===== config.mk =====
export PLATFORM = sky130hd
export DESIGN_NAME = bmp_stream_grayscale_converter
export DESIGN_NICKNAME = d
export VERILOG_FILES = /design/src/bsg_pkg.sv /design/src/bmp_stream_grayscale_converter.sv /design/src/bsg_front.sv /design/src/bsg_queue.sv /design/src/bsg_back.sv
export SDC_FILE = /design/constraint.sdc
export NUM_CORES = 1
export LEC_CHECK = 0
export BUFFER_PORTS_ARGS = -buffer_cell sky130_fd_sc_hd__buf_2
export CAP_MARGIN = 25
export CORE_UTILIZATION = 30
export CTS_BUF_LIST = sky130_fd_sc_hd__clkbuf_8
export CTS_CLUSTER_DIAMETER = 30
export DETAILED_ROUTE_END_ITERATION = 8
export GPL_TIMING_DRIVEN = 0
export PLACE_DENSITY = 0.44
export SYNTH_ARGS = -nofsm -noshare
export SYNTH_HDL_FRONTEND = slang
export SYNTH_HIERARCHICAL = 1
export SYNTH_SLANG_ARGS = --single-unit

===== constraint.sdc =====
create_clock -name clk -period 12.2 [get_ports clk]
set_input_delay 3.05 -clock clk [delete_from_list [all_inputs] [get_ports clk]]
set_output_delay 3.05 -clock clk [all_outputs]
set_load 0.02 [all_outputs]

===== src/bsg_pkg.sv =====
// Shared types and constants for the BMP stream grayscale converter.
// No dependencies; imported by every module under src.
package bsg_pkg;

	localparam int HEADER_BYTES_DEF = 54;
	localparam int QUEUE_DEPTH_DEF  = 4;

	localparam int POS_W  = 32;
	localparam int BYTE_W = 8;

	// Luma weights, percent
	localparam int W_BLUE  = 11;
	localparam int W_GREEN = 59;
	localparam int W_RED   = 30;

	// Weighted sum tops out at 255*100 = 25500
	localparam int SUM_W = 15;

	// floor(x/100) == (x*5243) >> 19 for all x <= 25500
	localparam int RECIP_W     = 13;
	localparam int RECIP       = 5243;
	localparam int RECIP_SHIFT = 19;
	localparam int PROD_W      = SUM_W + RECIP_W;

	// File size field lives in header bytes 2..5, little-endian
	localparam int SIZE_LO_POS = 2;
	localparam int SIZE_HI_POS = 5;

	// Pixel entries carry three results
	localparam int PIX_RESULTS = 3;
	localparam int SUB_W       = 2;

	typedef enum logic {
		KIND_HDR = 1'b0,
		KIND_PIX = 1'b1
	} bsg_kind_t;

	// One queued job: a header byte to copy, or a pixel sum to scale
	typedef struct packed {
		bsg_kind_t          kind;
		logic [SUM_W-1:0]   data;   // header byte (zero-extended) or weighted sum
		logic [POS_W-1:0]   base;   // offset of the first result
	} bsg_entry_t;

endpackage


===== src/bmp_stream_grayscale_converter.sv =====
// Top level of the BMP stream grayscale converter: front end, job queue,
// back end. Depends on bsg_pkg, bsg_front, bsg_queue, bsg_back.
//
//   channel | signals                                   | direction
//   --------+-------------------------------------------+----------
//   input   | in_valid, in_ready, in_byte, file_start   | in
//   output  | out_valid, out_ready, out_byte,           | out
//           | out_offset, run_last                      |
//
// One input transfer per cycle while the queue has room; a header byte
// yields one result, a red byte inside the file size three, blue/green bytes none.
// The back end issues one result per cycle while out_ready is high, so
// pixel data balances at one result per input byte; the queue absorbs
// the bursts of three. Results pass through the queue and the output register.
// Reset (arst_n) clears position, file size, held bytes, queue and output.
// Output stalls back up through the queue; in_ready drops only when it is full.
module bmp_stream_grayscale_converter import bsg_pkg::*; #(
	parameter int HEADER_BYTES = HEADER_BYTES_DEF,
	parameter int QUEUE_DEPTH  = QUEUE_DEPTH_DEF
) (
	input  logic              clk,
	input  logic              arst_n,
	input  logic              in_valid,
	output logic              in_ready,
	input  logic [BYTE_W-1:0] in_byte,
	input  logic              file_start,
	output logic              out_valid,
	input  logic              out_ready,
	output logic [BYTE_W-1:0] out_byte,
	output logic [POS_W-1:0]  out_offset,
	output logic              run_last
);

	logic       full, empty, push, pop, take;
	bsg_entry_t entry, head;

	// full queue holds off the input; simplest safe rule
	assign in_ready = !full;
	assign take     = in_valid && in_ready;

	bsg_front #(
		.HEADER_BYTES(HEADER_BYTES)
	) u_front (
		.clk       (clk),
		.arst_n    (arst_n),
		.take      (take),
		.in_byte   (in_byte),
		.file_start(file_start),
		.push      (push),
		.entry     (entry)
	);

	bsg_queue #(
		.DEPTH(QUEUE_DEPTH)
	) u_queue (
		.clk    (clk),
		.arst_n (arst_n),
		.push   (push),
		.wr_data(entry),
		.pop    (pop),
		.head   (head),
		.full   (full),
		.empty  (empty)
	);

	bsg_back u_back (
		.clk       (clk),
		.arst_n    (arst_n),
		.head      (head),
		.empty     (empty),
		.pop       (pop),
		.out_valid (out_valid),
		.out_ready (out_ready),
		.out_byte  (out_byte),
		.out_offset(out_offset),
		.run_last  (run_last)
	);

endmodule


===== src/bsg_front.sv =====
// Front end: tracks file position, captures file size, holds blue/green
// and builds queue entries. Depends on bsg_pkg.
module bsg_front import bsg_pkg::*; #(
	parameter int HEADER_BYTES = HEADER_BYTES_DEF
) (
	input  logic              clk,
	input  logic              arst_n,
	input  logic              take,        // transfer on the input channel
	input  logic [BYTE_W-1:0] in_byte,
	input  logic              file_start,
	output logic              push,
	output bsg_entry_t        entry
);

	typedef enum logic [2:0] {
		PH_BLUE  = 3'b001,
		PH_GREEN = 3'b010,
		PH_RED   = 3'b100
	} phase_t;

	localparam logic [POS_W-1:0] POS_MAX = '1;
	localparam logic [POS_W-1:0] HDR_END = POS_W'(HEADER_BYTES);

	logic [POS_W-1:0]  pos_q, size_q;
	logic [BYTE_W-1:0] blue_q, green_q;
	phase_t            phase_q;

	logic [POS_W-1:0]  pos_w, size_w, size_nx;
	logic [BYTE_W-1:0] blue_w, green_w;
	phase_t            phase_w, phase_nx;
	logic              in_hdr, in_pix, is_red;
	logic [SUM_W-1:0]  sum;

	// file_start restarts everything, with this byte as byte 0
	assign pos_w   = file_start ? '0 : pos_q;
	assign size_w  = file_start ? '0 : size_q;
	assign blue_w  = file_start ? '0 : blue_q;
	assign green_w = file_start ? '0 : green_q;
	assign phase_w = file_start ? PH_BLUE : phase_q;

	assign in_hdr = (pos_w < HDR_END);
	assign in_pix = !in_hdr && (pos_w != POS_MAX);
	assign is_red = in_pix && (phase_w == PH_RED) && (pos_w < size_w);

	assign sum = SUM_W'(blue_w) * SUM_W'(W_BLUE)
	           + SUM_W'(green_w) * SUM_W'(W_GREEN)
	           + SUM_W'(in_byte) * SUM_W'(W_RED);

	always_comb begin
		size_nx = size_w;
		if (in_hdr && pos_w >= POS_W'(SIZE_LO_POS) && pos_w <= POS_W'(SIZE_HI_POS)) begin
			unique case (pos_w[1:0])
				2'd2:    size_nx[7:0]   = in_byte;
				2'd3:    size_nx[15:8]  = in_byte;
				2'd0:    size_nx[23:16] = in_byte;
				2'd1:    size_nx[31:24] = in_byte;
				default: size_nx = size_w;
			endcase
		end
	end

	always_comb begin
		unique case (phase_w)
			PH_BLUE:  phase_nx = PH_GREEN;
			PH_GREEN: phase_nx = PH_RED;
			PH_RED:   phase_nx = PH_BLUE;
			default:  phase_nx = PH_BLUE;
		endcase
	end

	always_ff @(posedge clk or negedge arst_n) begin
		if (!arst_n) begin
			pos_q   <= '0;
			size_q  <= '0;
			blue_q  <= '0;
			green_q <= '0;
			phase_q <= PH_BLUE;
		end else if (take) begin
			pos_q   <= (pos_w == POS_MAX) ? pos_w : pos_w + POS_W'(1);
			size_q  <= size_nx;
			blue_q  <= (in_pix && phase_w == PH_BLUE)  ? in_byte : blue_w;
			green_q <= (in_pix && phase_w == PH_GREEN) ? in_byte : green_w;
			phase_q <= in_pix ? phase_nx : phase_w;
		end
	end

	assign push = take && (in_hdr || is_red);

	always_comb begin
		entry.kind = in_hdr ? KIND_HDR : KIND_PIX;
		entry.data = in_hdr ? SUM_W'(in_byte) : sum;
		entry.base = in_hdr ? pos_w : pos_w - POS_W'(PIX_RESULTS - 1);
	end

endmodule


===== src/bsg_queue.sv =====
// Small FIFO between front and back ends.
// Depends on bsg_pkg for the entry type.
module bsg_queue import bsg_pkg::*; #(
	parameter int DEPTH = QUEUE_DEPTH_DEF
) (
	input  logic       clk,
	input  logic       arst_n,
	input  logic       push,
	input  bsg_entry_t wr_data,
	input  logic       pop,
	output bsg_entry_t head,
	output logic       full,
	output logic       empty
);

	localparam int PTR_W = (DEPTH > 1) ? $clog2(DEPTH) : 1;
	localparam int CNT_W = $clog2(DEPTH + 1);

	bsg_entry_t       mem [DEPTH];
	logic [PTR_W-1:0] wr_q, rd_q;
	logic [CNT_W-1:0] count_q;

	assign full  = (count_q == CNT_W'(DEPTH));
	assign empty = (count_q == '0);
	assign head  = mem[rd_q];

	always_ff @(posedge clk) begin
		if (push) begin
			mem[wr_q] <= wr_data;
		end
	end

	always_ff @(posedge clk or negedge arst_n) begin
		if (!arst_n) begin
			wr_q    <= '0;
			rd_q    <= '0;
			count_q <= '0;
		end else begin
			if (push) begin
				wr_q <= (wr_q == PTR_W'(DEPTH - 1)) ? '0 : wr_q + PTR_W'(1);
			end
			if (pop) begin
				rd_q <= (rd_q == PTR_W'(DEPTH - 1)) ? '0 : rd_q + PTR_W'(1);
			end
			case ({push, pop})
				2'b10:   count_q <= count_q + CNT_W'(1);
				2'b01:   count_q <= count_q - CNT_W'(1);
				default: count_q <= count_q;
			endcase
		end
	end

endmodule


===== src/bsg_back.sv =====
// Back end: passes header bytes through, scales pixel sums to gray, expands each
// pixel to three results and drives the output register. Depends on bsg_pkg.
module bsg_back import bsg_pkg::*; (
	input  logic              clk,
	input  logic              arst_n,
	input  bsg_entry_t        head,
	input  logic              empty,
	output logic              pop,
	output logic              out_valid,
	input  logic              out_ready,
	output logic [BYTE_W-1:0] out_byte,
	output logic [POS_W-1:0]  out_offset,
	output logic              run_last
);

	localparam logic [SUB_W-1:0] LAST_SUB = SUB_W'(PIX_RESULTS - 1);

	logic              out_valid_q, run_last_q;
	logic [BYTE_W-1:0] out_byte_q;
	logic [POS_W-1:0]  out_offset_q;
	logic [SUB_W-1:0]  sub_q;

	logic              load, take, is_hdr, last;
	logic [PROD_W-1:0] prod;
	logic [BYTE_W-1:0] gray;

	assign load   = !out_valid_q || out_ready;
	assign take   = load && !empty;
	assign is_hdr = (head.kind == KIND_HDR);
	assign last   = is_hdr || (sub_q == LAST_SUB);
	assign pop    = take && last;

	// divide by 100 through the reciprocal
	assign prod = PROD_W'(head.data) * PROD_W'(RECIP);
	assign gray = prod[RECIP_SHIFT +: BYTE_W];

	always_ff @(posedge clk or negedge arst_n) begin
		if (!arst_n) begin
			out_valid_q <= 1'b0;
			sub_q       <= '0;
		end else begin
			if (load) begin
				out_valid_q <= !empty;
			end
			if (take) begin
				sub_q <= last ? '0 : sub_q + SUB_W'(1);
			end
		end
	end

	always_ff @(posedge clk) begin
		if (take) begin
			out_byte_q   <= is_hdr ? head.data[BYTE_W-1:0] : gray;
			out_offset_q <= head.base + POS_W'(sub_q);
			run_last_q   <= last;
		end
	end

	assign out_valid  = out_valid_q;
	assign out_byte   = out_byte_q;
	assign out_offset = out_offset_q;
	assign run_last   = run_last_q;

endmodule


== After elaboration in Yosys (flattened, before gate mapping) ==
Memory sizes are Yosys's and may differ from the RTL's.
Index checks and enable logic that the tools add are counted.
Widths: inputs -> output; s select.
Word-level totals
  register bits: 134
  RAM bits: 192
  input bits: 13
  output and inout port bits: 43
  word-level logic and storage cells: 93
  memories: 1
Memory list
  u_queue.mem: depth 4, bits a word 48, read ports 1, clocked after memory_dff 0, wr ports 1, RTL line bsg_queue.sv:19  | bsg_entry_t mem [DEPTH];
Operators by class
  add/subtract/negate cells: 10
  multipliers: 4
  order comparisons: 4
  eq/ne operators: 14
  muxes and demuxes: 25
  bitwise logic cells: 1
  reductions and logical operators: 21
Operators with widths (count)
  $mux 32: 5
  $mux 8: 9
  $add 32x1->32 const B: 1
  $add 32x2->32: 1
  $eq 32x32->1 const B: 1
  $ge 32x2->1 const B: 1
  $le 32x3->1 const B: 1
  $lt 32x32->1: 1
  $lt 32x6->1 const B: 1
  $ne 32x32->1 const B: 1
  $sub 32x2->32 const B: 1
  $mul 15x13->27 const B: 1
  $mul 8x4->12 const B: 2
  $add 12x14->15: 1
  $add 15x13->15: 1
  $mux 15: 1
  $mul 8x6->14 const B: 1
  $eq 2x2->1 const B: 6
  $pmux 3 s2: 2
  $logic_and 1x1->1: 11
  $add 2x1->2 const B: 3
  $eq 3x3->1 const B: 2
  $mux 2: 3
  $mux 3: 2
  12 further kinds: 20

== Logic depth before layout (Yosys ltp) ==
  depth in word-level cells: 10
  gate-level depth with buffers: 23

== Cells and area by module ==
The synthesis kept the hierarchy.
Modules (own cells, without submodules)
  bsg_front: times used 1, cells each 1051, area each 9103.7 um^2, seq. area each 2078.2 um^2
  bsg_queue: times used 1, cells each 289, area each 7400.8 um^2, seq. area each 5940.7 um^2
  bsg_back: times used 1, cells each 563, area each 5769.3 um^2, seq. area each 1306.3 um^2
  bmp_stream_grayscale_converter: times used 1, cells each 2, area each 10.0 um^2, seq. area each 0.0 um^2

== Worst setup path after synthesis ==
Ideal clock, no wire load.
  path kind: input -> register
  start: in file_start
  end: mem u_queue/mem[0][46] (netlist bit), data pin
  library setup time: 277 ps
  arrival: 8409 ps
  required time: 11923 ps
  setup slack: 3514 ps
  stages: 23
  path buffers: 4
  path through: clkbuf_1 inv_1 clkbuf_1 clkbuf_1 buf_1 nand2_1 inv_1 fa_1 inv_1 fa_1 fa_1 inv_1 fa_1 inv_1 fa_1 inv_1 ha_1 or2_2 a21oi_1 a31oi_1 a211oi_1 xor2_1 nor2_1
RTL lines
  start: declaration: RTL line bmp_stream_grayscale_converter.sv:26  | input logic file_start,
  end: declaration: RTL line bsg_queue.sv:19

==> summary.md <==
| Metric | Value |
|---|---|
| Setup repair after global routing missed its margin | no |
| Max-capacitance violation count | 0 |
| All-Layer GR Usage | 0.159 |
| CTS Buf Count | 86 |
| Register bit total from synthesis | between 300 and 400 |
| Proportion of netlist area held by the largest area contributor | 0.314 |
| Synth top cells by count | 270 x sky130_fd_sc_hd__inv_1, 233 x sky130_fd_sc_hd__edfxtp_1, 208 x sky130_fd_sc_hd__ha_1 |
| Cell types occupying the most area after synthesis | sky130_fd_sc_hd__edfxtp_1 31%, sky130_fd_sc_hd__fa_1 12%, sky130_fd_sc_hd__ha_1 12% |
| Sequential share of the synthesized area | 0.418 |
| Count of boundary I/O pins | 56 |
| Worst Tran Pin Value | approximately 0.9 ns |
| Proportion of register bits with asynchronous set or reset after synthesis | 0.285 |
| Clock-pin transition on the worst setup and hold timing paths | 0.06 ns |
| Fin Clk Skew | approximately 0.053 ns |
| Mean Syn Cell Area | around 12 sq um |
| Overall die height | around 270 um |
| Slowest stage delay, CP | 0.66 ns |
| Clock tree from TritonCTS | yes |
| Most common cell in the synthesized netlist | sky130_fd_sc_hd__inv_1 |
| Nature of the critical path startpoint | input pin |
| Kind of end point of the critical path | register |
| Die ar. | between 70000 and 80000 sq um |
| Synthesized area | between 20000 and 25000 sq um |
| Top achievable clock speed | approximately 100 MHz |
| Post-Route Setup TNS | 0 ns |
| Area growth syn-to-layout | 16.3% |
| Critical path fanouts, max | 10 |
| Post-Synthesis Net Count | 2260 |
| Number of sinks driven by the clock tree | between 300 and 400 |
| Count of flip-flops with a built-in enable after synthesis | ~230 |
| Final setup fails | 0 |
| Count of antenna-violating nets left after detailed routing | 0 |
| Crit Path Category | in2reg |
| Type of the tightest min-delay check | reg2reg |
| Maximum level of the CTS H-tree | 3 |
| Number of synthesis warnings | 6 |
| Final Slew Violations | 0 |
| Iteration count of the initial detailed-routing pass | 6 |
| CTS resizes | 0 |
| Minimum clock period after layout | between 9 and 10 ns |
| Global-route wire length before repair | about 91000 um |
| Primary FF master, synth | sky130_fd_sc_hd__edfxtp_1 |
| Largest area contributor in the synthesized netlist | sky130_fd_sc_hd__edfxtp_1 |
| GPL Wtd Cong | between 0.8 and 0.9 |
| Result of the run | complete, but fails checks |
| Latest clock arrival within the worst-skew pair | about 0.68 ns |
| Final period utilization | 0.810 |
| Number of core rows | 99 |
| Buffers added on ports | between 50 and 60 |
| Most common cell type on the critical path | sky130_fd_sc_hd__fa_1 |
| Fin nets | between 2k and 2.5k |
| Floorplan Core Area | approximately 73000 sq um |
| DRC violation count after routing | 6 |
| # Post-CTS Setup Buffers | 0 |
| Dpl hpwl | 44300 um |
| Number of global-route vias before repair | 15.6k |
| Data required time at the worst endpoint | 12.61 ns |
| Fraction of layout instances using a drive strength above 1 | 0.141 |
| Count of endpoints failing hold in the final timing report | 0 |
| Drt wl/cell | approximately 19 um |
| Signal arrival time at the worst endpoint | 10.29 ns |
| Total gr overflow | 0 |
| CTS Hold Bufs | 0 |
| Root Buffer Master | sky130_fd_sc_hd__clkbuf_8 |
| Initial antenna violation count | 2 |
| Failing checks | DRC |
| Post-Route WL | 58000 um |
| DR vias | around 15k |
| Pin count of the biggest net entering global routing | 64 |
| Horizontal die dimension | 275 um |
| Slowest stage cell, crit path | sky130_fd_sc_hd__a2111oi_0 |
| Number of buffers on the longest clock path | 3 |
| Starting utilization of the core area | 0.304 |
| Vias/cell | around 4.7 |
| Violation count after the first detailed-route iteration | between 700 and 800 |
| Syn Inst Count | 1905 |
| Worst hold slack | roughly 0.5 ns |
| Remaining max-slew budget at the tightest pin | 0.376 |
| Worst-path cell chain | buf_2 > clkbuf_1 > clkbuf_1 > clkbuf_1 > clkbuf_1 > nor2b_1 > fa_1 > fa_1 > inv_1 > fa_1 > inv_1 > fa_1 > fa_1 > ha_1 > o21ai_0 > o21bai_1 > a2111oi_0 > nor4_1 > o21a_1 > nor3_1 |
| Unique cell type count in the Yosys netlist | 75 |
==> worst paths after layout <==
kind / from / endpoint / slack (ns) / cells after the start
worst max-delay path: file_start / u_queue/mem[1][45]$_DFFE_PP_ / 2.32 / 20
worst min-delay path: u_queue/count_q[1]$_DFFE_PN0P_ / u_back/out_valid$_DFFE_PN0N_ / 0.50 / 2
worst max register to register: u_queue/rd_q[0]$_DFFE_PN0P_ / u_back/out_byte[2]$_DFFE_PP_ / 6.26 / 19
worst min register to register: u_queue/count_q[1]$_DFFE_PN0P_ / u_back/out_valid$_DFFE_PN0N_ / 0.50 / 2
max in group asynchronous: arst_n / u_front/size_q[5]$_DFFE_PN0P_ / 9.06 / 2
min in group asynchronous: arst_n / u_back/out_valid$_DFFE_PN0N_ / 2.32 / 1
==> critical path: cells and delay by family <==
kind,cells,cell delay [ns]
fa+ha+maj,6,2.94
simple gates,3,0.74
buf+inv,7,2.46
compound gates,4,1.07
==> placed cells by master, fill, tap and decap left out, drive strengths merged, types with 31 or more instances in the layout <==
cell type and count:
xnor2 61, xor2 43, nor2 74, dfrtp 92, buf 79, nand4 31
ha 208, a21oi 67, nand3 35, inv 287, mux4 48, nor3 33
clkbuf 126, mux2i 53, o21ai 42, nor2b 34, clkinv 32, fa 134
nand2 210, edfxtp 233
==> flip-flops by register name, summed over array words and instances (netlist names), 2 cells and up <==
signal / flops
u_front/blue_q: 8
u_front/phase_q: 3
u_queue/count_q: 3
u_front/pos_q: 32
u_front/size_q: 32
u_queue/wr_q: 2
u_queue/rd_q: 2
u_back/out_byte: 8
u_front/green_q: 8
u_back/sub_q: 2
u_back/out_offset: 32
u_queue/mem: 192
==> area by class of cell <==
class	instances	area (sq um)
Fill cell	7206	47300
Multi-Input combinational cell	1247	11600
Sequential cell	326	9330
Clock buffer	90	1240
Tap cell	959	1200
Inverter	275	1030
Clock inverter	72	856
Buffer	57	335
Timing Repair Buffer	58	330
Antenna cell	1	2.50
==> layer usage <==
layer	track usage	vias to the layer above	wire length (um)	share of wire
li1	-	6931	-	-
met1	0.211	7280	26700	0.46
met2	0.260	287	27400	0.47
met3	0.0257	92	2270	0.039
met5	0	-	0	0
met4	0.0576	0	1540	0.027
==> cells by family (layout without fill, tap and decap cells) <==
logic type	after synthesis	in the layout	synth area share
AOI/OAI and AO/OA	184	184	0.0526
muxes	103	103	0.0733
DFF	326	326	0.418
buffers and inverters	332	552	0.0614
adders and majority gates	342	342	0.237
other	0	1	0
xor gates and xnor gates	104	104	0.0409
and+or+nand+nor	514	514	0.116
==> stage by stage <==
stage	cell area (sq um)	instances	setup slack, ns	util
6_report	25900	3085	2.32	0.354
5_1_grt	25900	3085	1.90	0.354
4_1_cts	25900	3084	2.34	0.354
3_5_place_dp	23800	2922	1.62	0.325
3_3_place_gp	23800	2919	1.66	0.325
2_1_floorplan	22300	1905	3.51	-
Power is not shown: default switching activity piles up to over one toggle a cycle in this logic, so the estimate is an artifact.
